[src/rtl/detection_persistence_tracker_macros.svh]
// Assertion macros shared by the tracker RTL.
`ifndef DETECTION_PERSISTENCE_TRACKER_MACROS_SVH
`define DETECTION_PERSISTENCE_TRACKER_MACROS_SVH

// Flag any cycle out of reset where cond holds.
`define DPT_ASSERT_NEVER(name, clk, rst_n, cond) \
  name: assert property (@(posedge clk) disable iff (!(rst_n)) !(cond)) \
    else $error("dpt assertion failed");

// Flag any cycle out of reset where ante holds and cons does not.
`define DPT_ASSERT_IMPLIES(name, clk, rst_n, ante, cons) \
  name: assert property (@(posedge clk) disable iff (!(rst_n)) (ante) |-> (cons)) \
    else $error("dpt assertion failed");

`endif

[src/rtl/dpt_pkg.sv]
// Shared types and constants of the detection persistence tracker.
package dpt_pkg;

  localparam int unsigned CoordW = 11;
  localparam int unsigned AngleW = 8;
  localparam int unsigned CountW = 8;
  localparam int unsigned DistW  = 10;
  localparam int unsigned SqW    = 2 * CoordW;
  localparam int unsigned LimW   = 2 * DistW;
  localparam int unsigned CfgIdxW  = 2;
  localparam int unsigned CfgDataW = 10;

  localparam logic [CfgIdxW-1:0] CFG_DIST_THRESHOLD = 2'd0;
  localparam logic [CfgIdxW-1:0] CFG_MAX_COUNT      = 2'd1;
  localparam logic [CfgIdxW-1:0] CFG_DECAY_STEP     = 2'd2;

  localparam logic [DistW-1:0]  DIST_THRESHOLD_RST = 10'd20;
  localparam logic [CountW-1:0] MAX_COUNT_RST      = 8'd20;
  localparam logic [CountW-1:0] DECAY_STEP_RST     = 8'd2;

  typedef struct packed {
    logic [CoordW-1:0]        x;
    logic [CoordW-1:0]        y;
    logic [CoordW-1:0]        w;
    logic [CoordW-1:0]        h;
    logic signed [AngleW-1:0] ang;
    logic [CountW-1:0]        cnt;
  } entry_t;

  typedef struct packed {
    entry_t entry;
    logic   seen;
  } slot_t;

  typedef struct packed {
    logic shift;
    logic load;
  } cell_ctrl_t;

endpackage

[src/rtl/dpt_cell.sv]
// One slot of the tracking row: shifts toward the head or loads an entry; a load wins.
module dpt_cell
  import dpt_pkg::*;
(
  input  logic       clk_i,
  input  logic       rst_ni,
  input  cell_ctrl_t ctrl_i,
  input  slot_t      nbr_i,
  input  slot_t      load_i,
  output slot_t      slot_o
);

  entry_t entry_q;
  logic   seen_q;

  always_ff @(posedge clk_i) begin
    if (ctrl_i.load) begin
      entry_q <= load_i.entry;
    end else if (ctrl_i.shift) begin
      entry_q <= nbr_i.entry;
    end
  end

  always_ff @(posedge clk_i or negedge rst_ni) begin
    if (!rst_ni) begin
      seen_q <= 1'b0;
    end else if (ctrl_i.load) begin
      seen_q <= load_i.seen;
    end else if (ctrl_i.shift) begin
      seen_q <= nbr_i.seen;
    end
  end

  assign slot_o.entry = entry_q;
  assign slot_o.seen  = seen_q;

endmodule

[src/rtl/detection_persistence_tracker.sv]
// Top level of the detection persistence tracker.
//
// The tracked boxes sit in a row of TABLE_DEPTH cells, oldest at the head. Every operation
// rotates the occupied cells through one shared unit at the head of the row, so the cost
// grows with the number n of tracked entries: a detection beat squares the distances of
// each entry, then compares and writes it back, then makes the append decision; an
// end-of-frame beat does decay, compaction and best search at one entry a cycle, then
// loads the result register once the previous result has left the output. The input
// stalls while an operation runs; a finished result waits in its own register without
// blocking the next input beat. No result comes out for a detection beat.
`include "detection_persistence_tracker_macros.svh"

module detection_persistence_tracker
  import dpt_pkg::*;
#(
  parameter int unsigned TABLE_DEPTH = 16
) (
  input  logic                       clk_i,
  input  logic                       rst_ni,
  input  logic                       cfg_we_i,
  input  logic [CfgIdxW-1:0]         cfg_idx_i,
  input  logic [CfgDataW-1:0]        cfg_data_i,
  input  logic                       in_valid_i,
  output logic                       in_stall_o,
  input  logic                       mode_i,
  input  logic [CoordW-1:0]          center_x_i,
  input  logic [CoordW-1:0]          center_y_i,
  input  logic [CoordW-1:0]          box_width_i,
  input  logic [CoordW-1:0]          box_height_i,
  input  logic signed [AngleW-1:0]   box_angle_i,
  output logic                       out_valid_o,
  input  logic                       out_stall_i,
  output logic                       found_o,
  output logic [CoordW-1:0]          best_x_o,
  output logic [CoordW-1:0]          best_y_o,
  output logic [CoordW-1:0]          best_width_o,
  output logic [CoordW-1:0]          best_height_o,
  output logic signed [AngleW-1:0]   best_angle_o,
  output logic [CountW-1:0]          best_hits_o,
  output logic                       dropped_o
);

  localparam int unsigned IW = $clog2(TABLE_DEPTH);
  localparam int unsigned CW = $clog2(TABLE_DEPTH + 1);
  localparam logic [CW-1:0] Full = CW'(TABLE_DEPTH);

  localparam logic [2:0] S_IDLE = 3'd0;
  localparam logic [2:0] S_SQR  = 3'd1;
  localparam logic [2:0] S_CMP  = 3'd2;
  localparam logic [2:0] S_APP  = 3'd3;
  localparam logic [2:0] S_FEND = 3'd4;
  localparam logic [2:0] S_OUT  = 3'd5;

  logic [2:0]        state_q;
  logic [CW-1:0]     count_q;
  logic [CW-1:0]     rem_q;
  logic [CW-1:0]     fill_q;
  logic              hit_q;
  logic              drop_q;
  logic              out_valid_q;
  logic [DistW-1:0]  thr_q;
  logic [CountW-1:0] max_q;
  logic [CountW-1:0] decay_q;

  entry_t            item_q;
  logic [LimW-1:0]   lim_q;
  logic [SqW-1:0]    sqx_q;
  logic [SqW-1:0]    sqy_q;
  entry_t            best_q;

  logic              found_q;
  entry_t            out_q;
  logic              dropped_q;

  slot_t             slots [TABLE_DEPTH];
  slot_t             nbrs  [TABLE_DEPTH];
  cell_ctrl_t        ctrls [TABLE_DEPTH];

  logic              shift_all;
  logic              load_en;
  logic [IW-1:0]     load_idx;
  slot_t             load_slot;

  entry_t            head;
  logic              head_seen;
  logic [CoordW-1:0] dx;
  logic [CoordW-1:0] dy;
  logic [SqW:0]      dist2;
  logic              match;
  logic [CountW:0]   cnt_inc;
  logic [CountW-1:0] cnt_hit;
  entry_t            upd_entry;
  logic              keep;
  logic [CountW-1:0] cnt_decay;
  logic [CW-1:0]     fill_next;
  logic [CW-1:0]     count_m1;
  logic [CW-1:0]     fill_m1;
  logic              accept;
  logic              out_load;
  logic              out_held;
  logic              app_full;

  assign accept   = in_valid_i && (state_q == S_IDLE);
  assign out_load = (state_q == S_OUT) && (!out_valid_q || !out_stall_i);
  assign out_held = (state_q == S_OUT) && out_valid_q && out_stall_i;
  assign app_full = (state_q == S_APP) && (count_q == Full);

  // Row of cells; the last cell shifts in an empty slot.
  for (genvar i = 0; i < TABLE_DEPTH; i++) begin : g_cell
    if (i == TABLE_DEPTH - 1) begin : g_tail
      assign nbrs[i] = '0;
    end else begin : g_body
      assign nbrs[i] = slots[i+1];
    end
    assign ctrls[i].shift = shift_all;
    assign ctrls[i].load  = load_en && (load_idx == IW'(i));
    dpt_cell u_cell (
      .clk_i  (clk_i),
      .rst_ni (rst_ni),
      .ctrl_i (ctrls[i]),
      .nbr_i  (nbrs[i]),
      .load_i (load_slot),
      .slot_o (slots[i])
    );
  end

  assign head      = slots[0].entry;
  assign head_seen = slots[0].seen;

  assign dx    = (item_q.x > head.x) ? (item_q.x - head.x) : (head.x - item_q.x);
  assign dy    = (item_q.y > head.y) ? (item_q.y - head.y) : (head.y - item_q.y);
  assign dist2 = {1'b0, sqx_q} + {1'b0, sqy_q};
  assign match = dist2 < (SqW+1)'(lim_q);

  assign cnt_inc = {1'b0, head.cnt} + (CountW+1)'(1);
  assign cnt_hit = (cnt_inc < {1'b0, max_q}) ? cnt_inc[CountW-1:0] : max_q;

  always_comb begin
    upd_entry     = item_q;
    upd_entry.cnt = cnt_hit;
  end

  assign keep      = head_seen || (head.cnt > decay_q);
  assign cnt_decay = head_seen ? head.cnt : (head.cnt - decay_q);
  assign fill_next = keep ? fill_q : (fill_q - CW'(1));
  assign count_m1  = count_q - CW'(1);
  assign fill_m1   = fill_q - CW'(1);

  always_comb begin
    shift_all = 1'b0;
    load_en   = 1'b0;
    load_idx  = '0;
    load_slot = '0;
    unique case (state_q)
      S_CMP: begin
        shift_all = 1'b1;
        load_en   = 1'b1;
        load_idx  = count_m1[IW-1:0];
        if (match) begin
          load_slot.entry = upd_entry;
          load_slot.seen  = 1'b1;
        end else begin
          load_slot = slots[0];
        end
      end
      S_APP: begin
        if (!hit_q && (count_q != Full)) begin
          load_en         = 1'b1;
          load_idx        = count_q[IW-1:0];
          load_slot.entry = item_q;
          load_slot.seen  = 1'b1;
        end
      end
      S_FEND: begin
        shift_all           = 1'b1;
        load_en             = keep;
        load_idx            = fill_m1[IW-1:0];
        load_slot.entry     = head;
        load_slot.entry.cnt = cnt_decay;
        load_slot.seen      = 1'b0;
      end
      default: begin
      end
    endcase
  end

  always_ff @(posedge clk_i or negedge rst_ni) begin
    if (!rst_ni) begin
      state_q     <= S_IDLE;
      count_q     <= '0;
      rem_q       <= '0;
      fill_q      <= '0;
      hit_q       <= 1'b0;
      drop_q      <= 1'b0;
      out_valid_q <= 1'b0;
      thr_q       <= DIST_THRESHOLD_RST;
      max_q       <= MAX_COUNT_RST;
      decay_q     <= DECAY_STEP_RST;
    end else begin
      if (cfg_we_i) begin
        unique case (cfg_idx_i)
          CFG_DIST_THRESHOLD: thr_q   <= cfg_data_i[DistW-1:0];
          CFG_MAX_COUNT:      max_q   <= cfg_data_i[CountW-1:0];
          CFG_DECAY_STEP:     decay_q <= cfg_data_i[CountW-1:0];
          default: begin
          end
        endcase
      end
      if (out_load) begin
        out_valid_q <= 1'b1;
      end else if (out_valid_q && !out_stall_i) begin
        out_valid_q <= 1'b0;
      end
      unique case (state_q)
        S_IDLE: begin
          if (accept) begin
            rem_q  <= count_q;
            fill_q <= count_q;
            hit_q  <= 1'b0;
            if (mode_i) begin
              state_q <= (count_q == '0) ? S_OUT : S_FEND;
            end else begin
              state_q <= (count_q == '0) ? S_APP : S_SQR;
            end
          end
        end
        S_SQR: begin
          state_q <= S_CMP;
        end
        S_CMP: begin
          hit_q   <= hit_q || match;
          rem_q   <= rem_q - CW'(1);
          state_q <= (rem_q == CW'(1)) ? S_APP : S_SQR;
        end
        S_APP: begin
          if (!hit_q) begin
            if (count_q == Full) begin
              drop_q <= 1'b1;
            end else begin
              count_q <= count_q + CW'(1);
            end
          end
          state_q <= S_IDLE;
        end
        S_FEND: begin
          rem_q  <= rem_q - CW'(1);
          fill_q <= fill_next;
          if (rem_q == CW'(1)) begin
            count_q <= fill_next;
            state_q <= S_OUT;
          end
        end
        S_OUT: begin
          if (out_load) begin
            drop_q  <= 1'b0;
            state_q <= S_IDLE;
          end
        end
        default: begin
          state_q <= S_IDLE;
        end
      endcase
    end
  end

  always_ff @(posedge clk_i) begin
    if (accept) begin
      item_q.x   <= center_x_i;
      item_q.y   <= center_y_i;
      item_q.w   <= box_width_i;
      item_q.h   <= box_height_i;
      item_q.ang <= box_angle_i;
      item_q.cnt <= CountW'(1);
      lim_q      <= thr_q * thr_q;
      best_q     <= '0;
    end
    if (state_q == S_SQR) begin
      sqx_q <= dx * dx;
      sqy_q <= dy * dy;
    end
    if ((state_q == S_FEND) && keep && (cnt_decay > best_q.cnt)) begin
      best_q <= {head.x, head.y, head.w, head.h, head.ang, cnt_decay};
    end
    if (out_load) begin
      out_q     <= best_q;
      found_q   <= best_q.cnt > (max_q >> 2);
      dropped_q <= drop_q;
    end
  end

  assign in_stall_o    = (state_q != S_IDLE);
  assign out_valid_o   = out_valid_q;
  assign found_o       = found_q;
  assign best_x_o      = out_q.x;
  assign best_y_o      = out_q.y;
  assign best_width_o  = out_q.w;
  assign best_height_o = out_q.h;
  assign best_angle_o  = out_q.ang;
  assign best_hits_o   = out_q.cnt;
  assign dropped_o     = dropped_q;

  `DPT_ASSERT_NEVER(a_count_bound, clk_i, rst_ni, count_q > Full)
  `DPT_ASSERT_IMPLIES(a_fill_covers_rem, clk_i, rst_ni, state_q == S_FEND, fill_q >= rem_q)
  `DPT_ASSERT_IMPLIES(a_out_waits, clk_i, rst_ni, out_held, ##1 (state_q == S_OUT))
  `DPT_ASSERT_IMPLIES(a_drop_on_full, clk_i, rst_ni, $rose(drop_q), $past(app_full))

endmodule
[config.mk]
export PLATFORM = sky130hd
export DESIGN_NAME = detection_persistence_tracker
export DESIGN_NICKNAME = d
export VERILOG_FILES = /design/src/rtl/dpt_pkg.sv /design/src/rtl/dpt_cell.sv /design/src/rtl/detection_persistence_tracker.sv
export VERILOG_INCLUDE_DIRS = /design/src /design/src/rtl
export SDC_FILE = /design/constraint.sdc
export NUM_CORES = 2
export LEC_CHECK = 0
export BUFFER_PORTS_ARGS = -buffer_cell sky130_fd_sc_hd__clkbuf_2
export CORE_ASPECT_RATIO = 2
export CORE_MARGIN = 5
export CORE_UTILIZATION = 40
export CTS_BUF_LIST = sky130_fd_sc_hd__clkbuf_4
export DETAILED_ROUTE_END_ITERATION = 16
export PLACE_DENSITY = 0.64
export SLEW_MARGIN = 30
export SYNTH_ARGS = -nofsm -noshare
export SYNTH_HDL_FRONTEND = slang
export SYNTH_SLANG_ARGS = --single-unit
[constraint.sdc]
create_clock -name clk_i -period 7.5 [get_ports clk_i]
set_input_delay 1.5 -clock clk_i [delete_from_list [all_inputs] [get_ports clk_i]]
set_output_delay 1.5 -clock clk_i [all_outputs]
set_load 0.05 [all_outputs]
# After elaboration in Yosys (flattened, before gate mapping)
# Cells that the tools add are included.
# op_classes
n_addsub	11
mul	3
magnitude_cmp	7
eq_ne	31
n_mux	102
reduce_logical	66
# op_table
cell	n
60-bit 2-to-1 mux	34
61-bit one-hot mux with 3 select lines	1
61-bit 2-to-1 mux	2
2-bit nonzero test	23
11-bit by 11-bit multiplier with 22-bit output	2
11-bit subtractor	4
1-bit 2-to-1 mux	41
4-bit == test, second input constant	8
5-bit one-hot mux with 2 select lines	3
5-bit 2-to-1 mux	5
22-bit by 22-bit adder with 23-bit output	1
23-bit by 20-bit < comparator with 1-bit output	1
11-bit greater-than comparator	2
1-bit logical AND	22
11-bit 2-to-1 mux	2
10-bit by 10-bit multiplier with 20-bit output	1
4-bit by 3-bit == test with 1-bit output, second input constant	4
8-bit greater-than comparator	2
8-bit 2-to-1 mux	2
3-bit one-hot mux with 5 select lines	1
3-bit 2-to-1 mux	4
4-bit one-hot mux with 3 select lines	1
2-bit AND reduction	6
2-bit inequality test, second input constant	5
other kinds (32)	43
# word_totals
reg_bits	1261
input_bits	70

# Depth between registers and ports, before layout
# depth
ltp_word	7
ltp_mapped	32

# Modules after synthesis
# From an unflattened synthesis, not the netlist that was laid out.
# hier_totals
hier_cells	4495
hier_area_um2	70202.3
# by_module_without_submodules
mod	instances	cells_per_inst	area_per_inst_um2	seq_area_each_um2
dpt_cell	16	133	2875.3	1826.8
detection_persistence_tracker	1	2367	24198.2	8239.2

# Worst setup path before layout
# No wires, ideal clock.
# synth_timing
path_kind	flip-flop to flip-flop
start	register g_cell[0].u_cell.entry_q, in the netlist g_cell[0].u_cell.slot_o[47]
end	register sqy_q[21] (data pin)
setup_time_ps	274
t_arrival_ps	7692
path_slack_ps	-466
path_stages_with_launch	29
n_path_buf	2
synth_period_minus_slack_ps	7966
path_cell_list	edfxtp_1 -> ha_1 -> clkbuf_1 -> nand3_1 -> or4_1 -> o31ai_1 -> buf_2 -> nor2_1 -> nor2_1 -> xor2_1 -> nand2_1 -> fa_1 -> inv_1 -> fa_1 -> inv_1 -> fa_1 -> inv_1 -> fa_1 -> inv_1 -> fa_1 -> inv_1 -> ha_1 -> or3_1 -> o22a_1 -> a41o_1 -> or4_1 -> a31o_2 -> o41ai_1 -> xor2_1
# synth_via
elab_chain_len	3
# synth_rtl
element	line	source
from (decl)	dpt_cell.sv:13	entry_t entry_q;
from (signal assigned)	dpt_cell.sv:18	entry_q <= load_i.entry;
from (signal assigned)	dpt_cell.sv:20	entry_q <= nbr_i.entry;
11-bit subtractor / 11-bit greater-than comparator (equally long branches)	detection_persistence_tracker.sv:131	assign dy = (item_q.y > head.y) ? (item_q.y - head.y) : (head.y - item_q.y);
11-bit 2-to-1 mux *	detection_persistence_tracker.sv:131	
11-bit by 11-bit multiplier with 22-bit output *	detection_persistence_tracker.sv:279	sqy_q <= dy * dy;
to (signal assigned)	detection_persistence_tracker.sv:279	
to (decl)	detection_persistence_tracker.sv:68	logic [SqW-1:0] sqy_q;
# Every way passes the cells marked *; elsewhere a longest branch is shown, timed or not.
# A chain may end at the register's enable or synchronous reset.

# Final worst setup path
# layout_timing
start	register item_q[39] (netlist name)
end	register sqy_q[21] (data pin)
# layout_via
elab_chain_len	3
# layout_rtl
element	line	source
from (decl)	detection_persistence_tracker.sv:65	entry_t item_q;
11-bit subtractor / 11-bit greater-than comparator (equally long branches)	detection_persistence_tracker.sv:131	
11-bit 2-to-1 mux *	detection_persistence_tracker.sv:131	
11-bit by 11-bit multiplier with 22-bit output *	detection_persistence_tracker.sv:279	
# Marks and branches as above.

==> summary.md <==
| Metric | Value |
|---|---|
| Die area | 172,000 sq um |
| Std cell rows | 209 |
| Multi-input logic area | 25,500 sq um |
| RSZ-0062 raised after global routing | true |
| Setup tns final | -143 ps |
| Critical path required time | 8270 ps |
| Fraction of registers with async set/reset | 5.01% |
| #FFs+latches synth | 1,258 |
| HPWL after DPL | 120,000 um |
| Final GP Congestion | 0.882 |
| Dominant cell type by area after synthesis | edfxtp_1 |
| Yosys warnings | 0 |
| Fin. Hold Viols | 0 |
| Storage cell area | 37,500 sq um |
| Clock slew at reported path FFs | 80 ps |
| Placeable Area | 162,000 sq um |
| Count leader, synth | edfxtp_1 |
| Synth Net Count | 6,345 |
| Number of flops mapped to enable cells by yosys | 1,195 |
| Initial antenna violation count | 8 |
| Outcome | finished with violations |
| Synth area leaders | edfxtp_1 (55%), a31oi_1 (8.0%), nor2_1 (5.8%) |
| Pre-CTS WS | -271 ps |
| Crit. End Element | register |
| First-pass GRT wire length | 289,000 um |
| Wire per inst | 22.5 um |
| Hold Crit Class | register to register |
| Number of global-route vias before repair | 49,400 |
| Post-route setup slack | -143 ps |
| Max-cap violations | 0 |
| Initial DRC count | 3,854 |
| CTS max path bufs | 4 |
| Initial Util | 40.2% |
| Largest net degree at the start of global routing | 120 |
| Root buffer cell | clkbuf_4 |
| Total congestion overflow | 0 |
| Minimum clock period | 7640 ps |
| Crit path DAT | 8410 ps |
| Utilization after layout | 45.9% |
| Layout Nets | 6,707 |
| CTS tree | built |
| Sequential area share after synthesis | 57.5% |
| FMAX | 131 MHz |
| Top FF cell, synth | edfxtp_1 |
| CP Launch Type | register |
| Fillers | 15,100 |
| Fin. max-slew vios | 0 |
| Buffers on Ports | 133 |
| DR vias | 48,700 |
| Num CTS Buffers | 290 |
| # setup viols final | 1 |
| Rel. slew slack | 28.1% |
| Clock Skews | 78.8 ps |
| Synthesized area per cell | 11.2 sq um |
| Proportion of layout cells with a drive suffix above 1 | 17.6% |
| Post-route DRC | 0 |
| Final period util | 102% |
| H-tree depth | 5 |
| Synth top area share | 55.1% |
| Max FO, Critical Path | 4 |
| Area Growth Syn to Fin | 14.1% |
| Die width | 295 um |
| Io pins | 134 |
| Worst slew pin tran | 1080 ps |
| Unique masters post-synth | 86 |
| Clock sinks | 1,258 |
| Vias per cell | 5.73 |
| Chip Height | 581 um |
| Drt pass-1 iters | 7 |
| Post-Syn Area | 65,200 sq um |
| Commonest cells in the netlist | edfxtp_1 (1,195), nor2_1 (1,005), a31oi_1 (832) |
| Violated checks | setup timing |
| Clock insertion delay at the later pin of the skew report | 1090 ps |
| WL final | 191,000 um |
| Post-synthesis cell count | 5,830 |
| Tot GR Track Use | 21.7% |
| Antenna Nets Post-Route | 0 |
| Worst Setup Path Type | register to register |
cell families (layout without fill, tap and decap cells):
family | Yosys count | count (layout) | share of synthesized area [%]
AOI/OAI and AO/OA | 1385 | 1385 | 13.3
muxes | 44 | 44 | 0.729
xor gates and xnor gates | 120 | 120 | 1.61
other | 0 | 3 | 0
DFF | 1258 | 1258 | 57.5
buffers and inverters | 810 | 1373 | 4.71
adders and majority gates | 445 | 445 | 10.6
and+or+nand+nor | 1768 | 1768 | 11.6
cells in the final DEF (no fill, tap or decap), types with 26 or more instances in the layout:
master / count
a21o_1: 38
a21oi_1: 153
a31oi_1: 831
and2_1: 71
and3_1: 26
buf_4: 328
clkbuf_2: 132
clkbuf_4: 419
clkinv_1: 50
dfrtp_1: 58
edfxtp_1: 1195
fa_1: 174
ha_1: 254
inv_1: 380
mux2_2: 28
nand2_1: 313
nand3_1: 140
nor2_1: 994
nor3_1: 44
o211ai_1: 67
o21ai_0: 103
o21ai_1: 48
xnor2_1: 77
xor2_1: 35
flip-flops by register name (all words and copies together) (netlist names), 10 cells and up:
| signal | flops |
|---|---|
| g_cell.u_cell.slot_o | 960 |
| best_q | 60 |
| item_q | 52 |
| sqx_q | 21 |
| sqy_q | 21 |
| lim_q | 19 |
| g_cell.u_cell.seen_q | 16 |
| best_height_o | 11 |
| best_width_o | 11 |
| best_x_o | 11 |
| best_y_o | 11 |
| thr_q | 10 |
path summary, 6_finish.rpt:
kind	depth (start not counted)	from	slack (ps)	endpoint
setup / recovery	27	item_q[39]	-140	sqy_q[21]
setup reg to reg	27	item_q[39]	-140	sqy_q[21]
hold / removal	0	best_q[39]	410	best_y_o[1]
hold reg to reg	0	best_q[39]	410	best_y_o[1]
min in group asynchronous	2	rst_ni	540	out_valid_o
max in group asynchronous	2	rst_ni	6470	g_cell[4].u_cell.seen_q
timing repair:
item,4_1_cts,5_1_grt
endpoints found under the hold margin,0,0
setup endpoints to repair,8,14
resized for setup,48,60
pin swaps,25,43
buffers inserted,11,22
gates cloned,0,0
hold buffers,0,0
metal layers:
layer  global-route usage [%]  wire length (um)  vias up
li1                         -                 -    22100
met1                     24.3             68200    24100
met2                     39.9            101000     2050
met3                     3.21             12900      521
met4                     10.6              9640        8
met5                        0                49        -
through the flow:
stage,cells,hold slack [ps],instance area (sq um)
6_report,8506,409,74300
5_1_grt,8506,421,74300
4_1_cts,8480,400,73800
3_5_place_dp,7976,405,69800
3_3_place_gp,7976,404,69800
2_1_floorplan,5830,400,65200
critical path, cell delays in order, from the launching register on:
cell and delay [ps]:
edfxtp_1 420, inv_2 100, ha_4 200, nor2b_4 130
o31a_1 270, o31a_1 410, nor3_4 300, o2111ai_2 140
buf_4 160, a21o_1 200, nand4b_1 140, nand4_1 200
fa_1 570, fa_1 520, inv_1 60, fa_1 440
fa_1 500, inv_2 40, fa_1 480, inv_1 40
ha_2 160, or3_1 340, o22a_1 220, a41o_1 200
or4_4 440, a31o_4 250, o41ai_4 320, xor2_1 110
area by class of cell:
cell class / instances / share of cell area, %
antenna: 3 / 0.0101
clock buffer: 419 / 4.23
clock inverter: 74 / 0.783
inverter: 392 / 1.98
multi-input combinational: 3762 / 34.2
sequential: 1258 / 50.4
tap: 2110 / 3.55
timing repair buffer: 488 / 4.80
Power is not shown: default switching activity piles up to over one toggle a cycle in this logic, so the estimate is an artifact.
